**config.mk**
```make
export PLATFORM = sky130hd
export DESIGN_NAME = ticks_to_calendar_time
export DESIGN_NICKNAME = d
export VERILOG_FILES = /design/src/rtl/core/ttct_pkg.sv /design/src/rtl/core/ticks_to_calendar_time.sv
export SDC_FILE = /design/constraint.sdc
export NUM_CORES = 1
export LEC_CHECK = 0
export BUFFER_PORTS_ARGS = -buffer_cell sky130_fd_sc_hd__buf_4
export CORE_AREA = 2 2 225 227
export DETAILED_ROUTE_END_ITERATION = 7
export DIE_AREA = 0 0 227 229
export PLACE_DENSITY = 0.69
export SYNTH_ARGS = -nofsm -noshare
export SYNTH_HDL_FRONTEND = slang
export SYNTH_SLANG_ARGS = --single-unit
```
**constraint.sdc**
```tcl
create_clock -name clk -period 7.96 [get_ports clk]
set_input_delay 0.796 -clock clk [delete_from_list [all_inputs] [get_ports clk]]
set_output_delay 0.796 -clock clk [all_outputs]
set_load 0.02 [all_outputs]
```
**src/rtl/core/ttct_pkg.sv**
```systemverilog
`default_nettype none
// ---------------------------------------------------------------------------
// ttct_pkg
// Constants and month tables for the tick to calendar converter.
// ---------------------------------------------------------------------------
package ttct_pkg;

	localparam logic [25:0] TICKS_PER_SEC = 26'd40500000;
	localparam logic [25:0] TICKS_PER_MS  = 26'd40500;
	localparam logic [25:0] TICKS8_PER_US = 26'd324;
	localparam logic [25:0] SECS_PER_DAY  = 26'd86400;
	localparam logic [25:0] SECS_PER_HOUR = 26'd3600;
	localparam logic [25:0] SECS_PER_MIN  = 26'd60;
	localparam logic [25:0] DAYS_PER_WEEK = 26'd7;
	localparam logic [25:0] DAYS_PER_YEAR = 26'd365;
	localparam logic [25:0] CENTURY       = 26'd100;
	localparam logic [25:0] GREG_CYCLE    = 26'd400;
	localparam logic [25:0] THOUSAND      = 26'd1000;
	localparam logic [63:0] MIN_TICKS     = 64'hDC86_DCAA_E185_9000; // -2556113112000000000

	function automatic logic [8:0] month_start(input logic leap, input logic [3:0] m);
		logic [8:0] v;
		case (m)
			4'd0:    v = 9'd0;
			4'd1:    v = 9'd31;
			4'd2:    v = leap ? 9'd60  : 9'd59;
			4'd3:    v = leap ? 9'd91  : 9'd90;
			4'd4:    v = leap ? 9'd121 : 9'd120;
			4'd5:    v = leap ? 9'd152 : 9'd151;
			4'd6:    v = leap ? 9'd182 : 9'd181;
			4'd7:    v = leap ? 9'd213 : 9'd212;
			4'd8:    v = leap ? 9'd244 : 9'd243;
			4'd9:    v = leap ? 9'd274 : 9'd273;
			4'd10:   v = leap ? 9'd305 : 9'd304;
			4'd11:   v = leap ? 9'd335 : 9'd334;
			default: v = 9'd0;
		endcase
		return v;
	endfunction

endpackage
`default_nettype wire

```
**src/rtl/core/ticks_to_calendar_time.sv**
```systemverilog
`default_nettype none
// ---------------------------------------------------------------------------
// ticks_to_calendar_time
// The conversion runs on the shared
// bit-serial restoring divider (one quotient bit per cycle) and the
// year and month search steps. One item at a time: busy is high meanwhile.
// done strobes one cycle with the result; the receiver cannot stall.
// arst_n clears the sequencer and done asynchronously.
// ---------------------------------------------------------------------------
module ticks_to_calendar_time (
	input  wire logic        clk,
	input  wire logic        arst_n,
	input  wire logic        start,
	output logic             busy,
	input  wire logic [63:0] tick_count,
	output logic             done,
	output logic [5:0]       second,
	output logic [5:0]       minute,
	output logic [4:0]       hour,
	output logic [4:0]       month_day,
	output logic [3:0]       month,
	output logic [13:0]      year,
	output logic [2:0]       week_day,
	output logic [8:0]       year_day,
	output logic [9:0]       millisecond,
	output logic [9:0]       microsecond
);
	import ttct_pkg::*;

	typedef enum logic [4:0] {
		S_IDLE, S_DIV, S_T_DONE, S_MS_DONE, S_US1_DONE, S_US2_DONE, S_SEC_DONE,
		S_HR_DONE, S_MIN_DONE, S_WD_DONE, S_Y0_DONE, S_YCHK, S_YB_DONE, S_YC_DONE,
		S_LEAP, S_L100_DONE, S_L400_DONE, S_MONTH
	} state_t;

	state_t      state_q, ret_q;
	logic [63:0] num_q;
	logic [25:0] rem_q, den_q;
	logic [6:0]  cnt_q;
	logic [38:0] secs_q;
	logic [25:0] frac_q;
	logic [21:0] day_q;
	logic [13:0] year_q, b_q;
	logic [8:0]  yday_q;
	logic [3:0]  month_q;
	logic        leap_q, c100_q;

	logic [63:0] tp;
	logic [27:0] diff;
	logic        ge;
	logic [22:0] ystart;
	logic [13:0] ym1;
	logic [8:0]  mstart;

	function automatic logic [63:0] align(input logic [63:0] v, input logic [6:0] n);
		return v << (7'd64 - n);
	endfunction

	assign tp     = ($signed(tick_count) < $signed(MIN_TICKS)) ? 64'd0 : tick_count - MIN_TICKS;
	assign diff   = {1'b0, rem_q, num_q[63]} - {2'b00, den_q};
	assign ge     = !diff[27];
	assign ym1    = year_q - 14'd1;
	assign ystart = 23'(year_q) * 23'd365 + 23'((15'(year_q) + 15'd3) >> 2) - 23'(b_q)
		+ 23'(num_q[13:0]);
	assign mstart = month_start(leap_q, month_q);
	assign busy   = (state_q != S_IDLE);

	always_ff @(posedge clk or negedge arst_n) begin
		if (!arst_n) begin
			state_q <= S_IDLE;
			ret_q   <= S_IDLE;
			done    <= 1'b0;
			cnt_q   <= '0;
		end else begin
			done <= 1'b0;
			case (state_q)
				S_IDLE: begin
					if (start) begin
						num_q   <= tp;
						rem_q   <= '0;
						den_q   <= TICKS_PER_SEC;
						cnt_q   <= 7'd64;
						ret_q   <= S_T_DONE;
						state_q <= S_DIV;
					end
				end
				S_DIV: begin
					num_q <= {num_q[62:0], ge};
					rem_q <= ge ? diff[25:0] : {rem_q[24:0], num_q[63]};
					cnt_q <= cnt_q - 7'd1;
					if (cnt_q == 7'd1) state_q <= ret_q;
				end
				S_T_DONE: begin
					secs_q  <= num_q[38:0];
					frac_q  <= rem_q;
					num_q   <= align(64'(rem_q), 7'd26);
					rem_q   <= '0;
					den_q   <= TICKS_PER_MS;
					cnt_q   <= 7'd26;
					ret_q   <= S_MS_DONE;
					state_q <= S_DIV;
				end
				S_MS_DONE: begin
					millisecond <= num_q[9:0];
					num_q   <= align({35'd0, frac_q, 3'd0}, 7'd29);
					rem_q   <= '0;
					den_q   <= TICKS8_PER_US;
					cnt_q   <= 7'd29;
					ret_q   <= S_US1_DONE;
					state_q <= S_DIV;
				end
				S_US1_DONE: begin
					num_q   <= align(64'(num_q[19:0]), 7'd20);
					rem_q   <= '0;
					den_q   <= THOUSAND;
					cnt_q   <= 7'd20;
					ret_q   <= S_US2_DONE;
					state_q <= S_DIV;
				end
				S_US2_DONE: begin
					microsecond <= rem_q[9:0];
					num_q   <= align(64'(secs_q), 7'd39);
					rem_q   <= '0;
					den_q   <= SECS_PER_DAY;
					cnt_q   <= 7'd39;
					ret_q   <= S_SEC_DONE;
					state_q <= S_DIV;
				end
				S_SEC_DONE: begin
					day_q   <= num_q[21:0];
					num_q   <= align(64'(rem_q[16:0]), 7'd17);
					rem_q   <= '0;
					den_q   <= SECS_PER_HOUR;
					cnt_q   <= 7'd17;
					ret_q   <= S_HR_DONE;
					state_q <= S_DIV;
				end
				S_HR_DONE: begin
					hour    <= num_q[4:0];
					num_q   <= align(64'(rem_q[11:0]), 7'd12);
					rem_q   <= '0;
					den_q   <= SECS_PER_MIN;
					cnt_q   <= 7'd12;
					ret_q   <= S_MIN_DONE;
					state_q <= S_DIV;
				end
				S_MIN_DONE: begin
					minute  <= num_q[5:0];
					second  <= rem_q[5:0];
					num_q   <= align(64'(23'(day_q) + 23'd6), 7'd23);
					rem_q   <= '0;
					den_q   <= DAYS_PER_WEEK;
					cnt_q   <= 7'd23;
					ret_q   <= S_WD_DONE;
					state_q <= S_DIV;
				end
				S_WD_DONE: begin
					week_day <= rem_q[2:0];
					num_q   <= align(64'(day_q), 7'd22);
					rem_q   <= '0;
					den_q   <= DAYS_PER_YEAR;
					cnt_q   <= 7'd22;
					ret_q   <= S_Y0_DONE;
					state_q <= S_DIV;
				end
				S_Y0_DONE: begin
					year_q  <= num_q[13:0];
					state_q <= S_YCHK;
				end
				S_YCHK: begin
					if (year_q == 14'd0) begin
						yday_q  <= day_q[8:0];
						state_q <= S_LEAP;
					end else begin
						num_q   <= align(64'(ym1), 7'd14);
						rem_q   <= '0;
						den_q   <= CENTURY;
						cnt_q   <= 7'd14;
						ret_q   <= S_YB_DONE;
						state_q <= S_DIV;
					end
				end
				S_YB_DONE: begin
					b_q     <= num_q[13:0];
					num_q   <= align(64'(ym1), 7'd14);
					rem_q   <= '0;
					den_q   <= GREG_CYCLE;
					cnt_q   <= 7'd14;
					ret_q   <= S_YC_DONE;
					state_q <= S_DIV;
				end
				S_YC_DONE: begin
					if (23'(day_q) >= ystart) begin
						yday_q  <= 9'(23'(day_q) - ystart);
						state_q <= S_LEAP;
					end else begin
						year_q  <= ym1;
						state_q <= S_YCHK;
					end
				end
				S_LEAP: begin
					num_q   <= align(64'(year_q), 7'd14);
					rem_q   <= '0;
					den_q   <= CENTURY;
					cnt_q   <= 7'd14;
					ret_q   <= S_L100_DONE;
					state_q <= S_DIV;
				end
				S_L100_DONE: begin
					c100_q  <= (rem_q == 26'd0);
					num_q   <= align(64'(year_q), 7'd14);
					rem_q   <= '0;
					den_q   <= GREG_CYCLE;
					cnt_q   <= 7'd14;
					ret_q   <= S_L400_DONE;
					state_q <= S_DIV;
				end
				S_L400_DONE: begin
					leap_q  <= ((year_q[1:0] == 2'd0) && !c100_q) || (rem_q == 26'd0);
					month_q <= 4'd11;
					state_q <= S_MONTH;
				end
				S_MONTH: begin
					if (month_q != 4'd0 && yday_q < mstart) begin
						month_q <= month_q - 4'd1;
					end else begin
						month_day <= 5'(yday_q - mstart + 9'd1);
						month     <= month_q;
						year      <= year_q;
						year_day  <= yday_q;
						done      <= 1'b1;
						state_q   <= S_IDLE;
					end
				end
				default: state_q <= S_IDLE;
			endcase
		end
	end

endmodule
`default_nettype wire

```
# ---- Yosys cells after proc, flatten, opt, wreduce, memory -nomap -nowiden
# Index checks and enable logic that the tools add are counted.
dict set report classes {
  n_lt_le_gt_ge 3
  addsub 13
  mux 43
  n_bitwise 1
  multipliers 1
  n_eq_ne 37
  n_reduce_logical 43
}
# op n
set ops {}
lappend ops {{64-bit case mux with 13 select lines} 1}
lappend ops {{26-bit case mux with 12 select lines} 1}
lappend ops {{64-bit two-way mux} 3}
lappend ops {{26-bit two-way mux} 5}
lappend ops {{26-bit case mux with 4 select lines} 1}
lappend ops {{9-bit case mux with 11 select lines} 1}
lappend ops {{7-bit case mux with 12 select lines} 1}
lappend ops {{5-bit case mux with 13 select lines} 1}
lappend ops {{64-bit by 63-bit < comparator with 1-bit output, second input constant} 1}
lappend ops {{64-bit subtractor, second input constant} 1}
lappend ops {{5-bit by 4-bit equality test with 1-bit output, second input constant} 8}
lappend ops {{5-bit case mux with 8 select lines} 1}
lappend ops {{14-bit case mux with 2 select lines} 1}
lappend ops {{27-bit by 26-bit subtractor with 28-bit output} 1}
lappend ops {{26-bit logical NOT} 1}
lappend ops {{13-bit nonzero test} 2}
lappend ops {{5-bit two-way mux} 5}
lappend ops {{12-bit nonzero test} 2}
lappend ops {{22-bit by 3-bit adder with 23-bit output, second input constant} 1}
lappend ops {{23-bit by 13-bit adder with 23-bit output} 1}
lappend ops {{23-bit by 14-bit adder with 23-bit output} 1}
lappend ops {{22-bit by 23-bit greater-or-equal comparator with 1-bit output} 1}
lappend ops {{14-bit by 9-bit multiplier with 23-bit output, second input constant} 1}
lappend ops {{23-bit by 14-bit subtractor with 23-bit output} 1}
lappend ops {{43 further kinds} 98}
dict set report totals {
  reg_bits 336
  inputBits 67
}

# ---- Logic depth before layout (Yosys ltp)
# Gate-level depths: netlist of run 1.
dict set report depth {
  ltp_word 7
  depth_mapped 31
  ltp_nobuf 31
}

# ---- Least setup slack after synthesis of run 1
# Ideal clock, no wire load.
dict set report synth_path {
  path_type {reg-to-reg}
  from {reg year_q[0]}
  to {reg yday_q[0], enable pin}
  setup_slack_ps 447
  period_less_slack_ps 7513
  path_buffers 0
  path_stages_with_launch 31
  arrival_ps 7135
  setup_ps 378
  cell_sequence {edfxtp_1 > inv_1 > ha_1 > nor2_1 > nand2_1 > nor2_1 > nand2_1 > xnor2_1 > fa_1 > fa_1 > inv_1 > fa_1 > inv_1 > fa_1 > ha_1 > a21o_1 > a2111o_1 > a41oi_1 > o31ai_1 > o21ai_1 > nand2b_1 > a311o_1 > xnor2_1 > ha_1 > nor2b_1 > a2111oi_0 > a22oi_1 > nand2_1 > a31o_2 > or3_4 > a21oi_1}
}
dict set report synth_between {
  elab_chain_len 7
}
# item line
set synth_lines {}
lappend synth_lines {{start: declaration} ticks_to_calendar_time.sv:43} ;# logic [13:0] year_q, b_q;
lappend synth_lines {{start signal: assignment} ticks_to_calendar_time.sv:167} ;# year_q <= num_q[13:0];
lappend synth_lines {{start signal: assignment} ticks_to_calendar_time.sv:197} ;# year_q <= ym1;
lappend synth_lines {{14-bit by 9-bit multiplier with 23-bit output or 14-bit by 2-bit adder with 15-bit output (tied branches)} ticks_to_calendar_time.sv:63} ;# assign ystart = 23'(year_q) * 23'd365 + 23'((15'(year_q) + 15'd3) >> 2) - 23'(b_q)
lappend synth_lines {{23-bit by 13-bit adder with 23-bit output} ticks_to_calendar_time.sv:63}
lappend synth_lines {{23-bit by 14-bit subtractor with 23-bit output} ticks_to_calendar_time.sv:63}
lappend synth_lines {{23-bit by 14-bit adder with 23-bit output} ticks_to_calendar_time.sv:64} ;# + 23'(num_q[13:0]);
lappend synth_lines {{22-bit by 23-bit greater-or-equal comparator with 1-bit output} ticks_to_calendar_time.sv:193} ;# if (23'(day_q) >= ystart) begin
lappend synth_lines {{2-bit inequality test (no line)} --}
lappend synth_lines {{4-bit AND reduction (no line) *} --}
lappend synth_lines {{end signal: assignment} ticks_to_calendar_time.sv:172} ;# yday_q <= day_q[8:0];
lappend synth_lines {{end signal: assignment} ticks_to_calendar_time.sv:194} ;# yday_q <= 9'(23'(day_q) - ystart);
lappend synth_lines {{end: declaration} ticks_to_calendar_time.sv:44} ;# logic [8:0] yday_q;
# Every way passes the cells marked *; elsewhere a longest branch is shown, timed or not.
# A chain may end at the register's enable or synchronous reset.

# ---- Worst setup path in the final report of run 1
dict set report layout_path {
  from {reg year_q[1]}
  to {reg yday_q[3], enable pin}
}
# The elaborated chain is that of the path after synthesis.

==> results of run 1 <==
[where the power goes]
part / leakage (nW) / switching (mW) / internal [mW]
Sequential: 3.04 / 0.439 / 2.53
Combinational: 6.68 / 2.97 / 2.15
Clock: 0.683 / 0.759 / 1.23
Total: 10.4 / 4.17 / 5.91
[sequential cells by signal, indices dropped and copies added (netlist names), 3 cells and up]
signal,count
ret_q,5
microsecond,10
frac_q,26
hour,5
den_q,16
day_q,22
secs_q,39
month,4
minute,6
second,6
year,14
rem_q,26
b_q,14
week_day,3
month_day,5
year_q,14
cnt_q,7
yday_q,9
year_day,9
num_q,64
millisecond,10
month_q,4
state_q,5
[logic make-up (layout without fill, tap and decap cells)]
group,Yosys count,in the layout
compound gates,524,524
simple gates,503,503
fa+ha+maj,247,247
mux,30,30
xor+xnor,126,126
buf+inv,286,470
flops,326,326
[final cells by class]
type / instances / area, um^2
clock buffers: 43 / 991
clock inverters: 26 / 412
fillers: 4482 / 24200
inverters: 212 / 796
multi-input cells: 1430 / 11300
flip-flops and latches: 326 / 9700
well taps: 672 / 841
repair buffers: 189 / 1430
[placed cells by master, fill, tap and decap left out, types with 19 or more instances in the layout]
master and count:
mux2i_1 28, a22o_1 21, clkbuf_16 39, a21o_1 22, o21ai_1 44, nand2b_1 19
inv_1 212, a22oi_1 36, nor3_1 23, xnor2_1 77, nand3_1 47, buf_4 188
a21oi_1 106, nor2b_1 23, o21ai_0 93, ha_1 155, xor2_1 49, nor2_1 142
nand2_1 135, edfxtp_1 308, fa_1 92
[stage by stage]
stage	instance area, um^2	utilization	hold WS [ns]	TNS (ns)	power, mW
6_report	25400	0.512	0.186	0	10.1
5_1_grt	25400	0.512	0.195	-0.122	10.8
4_1_cts	25400	0.511	0.182	0	10.1
3_5_place_dp	24000	0.483	0.438	0	8.03
3_3_place_gp	24000	0.483	0.430	0	7.88
2_1_floorplan	22100	-	0.424	0	6.60
[layer usage]
layer  vias to the layer above  track usage
li1                       7749            -
met1                      8299        0.361
met5                         -            0
met2                       832        0.395
met4                         0        0.102
met3                       140       0.0496
[how the worst max path moves through the flow]
stage	start	endpoint	slack, ns	depth (start not counted)
6_report	year_q[1]	yday_q[3]	0.34	29
5_1_grt	year_q[2]	yday_q[8]	-0.01	31
4_1_cts	year_q[2]	year_q[9]	0.16	28
3_5_place_dp	year_q[2]	year_q[1]	0.23	28
3_3_place_gp	year_q[2]	year_q[1]	0.35	31
2_1_floorplan	year_q[0]	yday_q[0]	0.45	30
[what timing repair did]
| item | 4_1_cts | 5_1_grt |
|---|---|---|
| resized for setup | 0 | 5 |
| setup buffers | 0 | 5 |
| setup endpoints to repair | 0 | 23 |
| endpoints found under the hold margin | 0 | 0 |
==> impl_metrics.json, run 1 <==
{
  "status": "completed",
  "dieArea_um2": 52000,
  "synth_fp_nets": 2356,
  "dp_hpwl_um": 50300,
  "slowest_stage": "fa_1",
  "root_buffer": "clkbuf_16",
  "ant_nets": 0,
  "synth_area_per_cell_um2": 10.8,
  "coreArea_um2": 49700,
  "path_clk_slew_ns": 0.06,
  "tightest_slew_ns": 1.12,
  "yosysMostFrequentCell": "edfxtp_1",
  "num_rows": 82,
  "r2r_slack_ns": 0.34,
  "finClkSkew_ns": 0.0230,
  "synth_fa_ha_area_frac": 0.171,
  "fin_crit_sh": 0.957,
  "synth-main-ff-cell": "edfxtp_1",
  "min-delay-path-class": "in2async",
  "max_freq_ghz": 0.131,
  "initial_utilization": 0.444,
  "gp_congestion": 1.00,
  "top_layer": "met4",
  "cts_buffers": 38,
  "synth_area_leader_cell": "edfxtp_1",
  "htree_num_levels": 2,
  "drt_iter0_drc": 2007,
  "cts_tree": "built",
  "pwr_density_cell_nw_per_um2": 396,
  "track_usage": 0.258,
  "antenna_found_initial": 1,
  "die_w_um": 227,
  "wl_met1_um": 28100,
  "drv_cap": 0,
  "yosys_warnings": 0,
  "grt_max_degree": 66,
  "netlist.area_leader.share": 0.419,
  "rr_worst_depth": 29,
  "clk-insertion-delay-late_ns": 0.57,
  "synth_seq_cells": 326,
  "cts_sinks": 326,
  "synth-edff-count": 308,
  "area_growth_pct": 15.4,
  "synth-compound-area-share": 0.164,
  "yosys.area_share.simple": 0.110,
  "antenna_cells": 0,
  "cp.arrival_ns": 7.89,
  "met3WireLength_um": 5850,
  "die_y_um": 229,
  "routedWlPerCell_um": 23.0,
  "io_pins": 141,
  "drive_gt1_frac": 0.136,
  "grt_pass1_wl_um": 101000,
  "io_buffers": 140,
  "grt_pass1_vias": 16653,
  "synthMuxAreaShare": 0.0137,
  "synth_cell_type_count": 95,
  "wl_um": 66700,
  "timing.final.ws_setup_ns": 0.340,
  "setup_viol": 0,
  "ys_seq_area_frac": 0.440,
  "worstReg2RegEnd": "yday_q[3]",
  "synth_top_family_by_area": "adder cells",
  "path_delay_family": "adder cells",
  "worstReg2RegStart": "year_q[1]",
  "yosys-top-cells-count": "edfxtp_1, inv_1, ha_1, nor2_1, nand2_1",
  "vias": 17020,
  "final_cells": 2898,
  "via_per_inst": 5.87,
  "cp_data_required_time_ns": 8.23,
  "critPathKind": "reg2reg",
  "synth_xor_area_frac": 0.0500,
  "fin_crit_ns": 7.62,
  "p_leak_nw": 10.4,
  "slew_violations": 0,
  "cp-start-kind": "register",
  "ys_async_sr_fraction": 0.0552,
  "dp.cells": 2824,
  "slew_headroom": 0.248,
  "met2WireLength_um": 30000,
  "cpMostUsedCell": "fa_1",
  "pre_cts_ws_ns": 0.227,
  "netlist_instances": 2042,
  "first_pass_iters": 8,
  "ys_top_cells_by_area": "edfxtp_1, ha_1, fa_1",
  "hold_viol_final": 0,
  "nNetsFinal": 2511,
  "synth_area_um2": 22100,
  "path_max_fanout": 9,
  "max_stage_delay_ns": 0.54,
  "gr-total-overflow": 0,
  "peakVddDrop_mv": 0.225,
  "cp-end-kind": "register",
  "postCtsHoldBufs": 0,
  "worst-path-buf-inv": 2,
  "clk_path_buf_depth": 3,
  "drc_errors": 0
}
Note: power is estimated with default switching activity, not from simulation.
==> run 2, diff against run 1 <==
- CORE_AREA: 2 2 225 227 -> 2 2 204 206
- DIE_AREA: 0 0 227 229 -> 0 0 206 208
- PLACE_DENSITY: 0.69 -> 0.8
==> run 2 against run 1 <==
Against the previous run: register-to-register slack improved by 0.02 ns; fmax increased by 0.31%; clock power decreased by 18%; critical path depth increased by 2; final area decreased by 1.6%; clock skew decreased by 0.012 ns; highest routed layer unchanged.
==> impl_metrics.json, run 2 (synthesized netlist as in run 1, its figures left out) <==
{
  "io_pins": 141,
  "htree_num_levels": 2,
  "coreArea_um2": 40600,
  "area_growth_pct": 13.5,
  "drt_iter0_drc": 2165,
  "mostFrequentLayoutCell": "edfxtp_1",
  "cp_data_required_time_ns": 8.20,
  "routedWlPerCell_um": 24.1,
  "die_y_um": 208,
  "drv_cap": 0,
  "cts_sinks": 326,
  "tightest_slew_ns": 1.19,
  "min-delay-path-class": "in2async",
  "vias": 17329,
  "hold_viol_final": 0,
  "cts_tree": "built",
  "initial_utilization": 0.544,
  "largest_register": "num_q",
  "antenna_cells": 0,
  "utilization": 0.617,
  "clk-insertion-delay-late_ns": 0.54,
  "root_buffer": "clkbuf_16",
  "timing.final.ws_setup_ns": 0.364,
  "gr-total-overflow": 0,
  "dp.cells": 2685,
  "via_per_inst": 6.29,
  "whs_ns": 0.214,
  "peakVddDrop_mv": 0.295,
  "drive_gt1_frac": 0.136,
  "path_clk_slew_ns": 0.07,
  "dieArea_um2": 42800,
  "cp.arrival_ns": 7.83,
  "drc_errors": 0,
  "finClkSkew_ns": 0.0110,
  "clk_path_buf_depth": 3,
  "path_max_fanout": 9,
  "reg.largest.list": "num_q x64, secs_q x39",
  "place_area_um2": 23800,
  "stdcell_area_um2": 25000,
  "num_rows": 74,
  "final_cells": 2753,
  "io_buffers": 140,
  "p_leak_nw": 10.3,
  "grt_max_degree": 83,
  "wl_um": 66300,
  "nFillCells": 3277,
  "slew_headroom": 0.206,
  "rsz0062_at_grt": "false",
  "ant_nets": 0,
  "grt_pass1_vias": 16854,
  "power_mw": 9.97,
  "first_pass_iters": 7,
  "max_freq_ghz": 0.132,
  "pre_cts_ws_ns": -0.0290,
  "final_cell_mix": "edfxtp_1, inv_1, buf_4",
  "track_usage": 0.309,
  "cts_buffers": 36,
  "cp-end-kind": "register",
  "max_stage_delay_ns": 0.51,
  "status": "completed",
  "worst-path-buf-inv": 4,
  "pwr_density_cell_nw_per_um2": 398,
  "fin_crit_sh": 0.954,
  "slowest_stage": "fa_1",
  "dp_hpwl_um": 49800,
  "cpMostUsedCell": "fa_1",
  "gp_congestion": 0.986,
  "fin_crit_ns": 7.60,
  "setup-tns-final_ns": 0,
  "slew_violations": 0,
  "die_w_um": 206,
  "setup_viol": 0,
  "path_delay_family": "adder cells",
  "critPathKind": "reg2reg",
  "grt_pass1_wl_um": 100000,
  "cp-start-kind": "register",
  "largest_reg_flops": 64,
  "nNetsFinal": 2510,
  "antenna_found_initial": 0
}
## run 2: changes by cell type in the layout (fill, tap and decap cells not counted), sizes merged
cell / delta
clkinvlp: +1
inv: +3
clkbuf: -3
bufinv: -9
clkinv: +2
buf: +1
## run 2: final cells by class
type,count,area [um^2],share of cell area
Timing Repair Buffer,190,1440,0.0575
Multi-Input combinational cell,1430,11300,0.451
Inverter,212,796,0.0318
Sequential cell,326,9700,0.388
Tap cell,532,666,0.0266
Clock buffer,40,937,0.0374
Clock inverter,23,193,0.00770
## run 2: final timing paths
| path | startpoint | end | slack [ns] | cells past startpoint |
|---|---|---|---|---|
| worst min register to register | num_q[30] | secs_q[30] | 0.45 | 0 |
| max in group asynchronous | arst_n | state_q[0] | 7.39 | 1 |
| worst min-delay path | arst_n | cnt_q[5] | 0.21 | 1 |
| worst max-delay path | year_q[2] | yday_q[3] | 0.36 | 31 |
| min in group clk | num_q[30] | secs_q[30] | 0.45 | 0 |
| worst max register to register | year_q[2] | yday_q[3] | 0.36 | 31 |
## run 2: what timing repair did
action                                  in CTS  in global routing
resized for setup                            1                  8
endpoints found under the setup margin      23                 25
hold buffers                                 0                  0
setup buffers                                0                  5
## run 2: where the power goes
group	leakage, nW	switching, mW	internal [mW]
Sequential	3.04	0.429	2.53
Clock	0.548	0.731	0.900
Combinational	6.70	3.23	2.15
## run 2: routing by layer
metal	global-route usage	wire (um)	vias up
li1	-	-	7735
met1	0.426	26100	8485
met2	0.494	31100	950
met3	0.0587	6720	159
met4	0.101	2420	0
met5	0	0	-
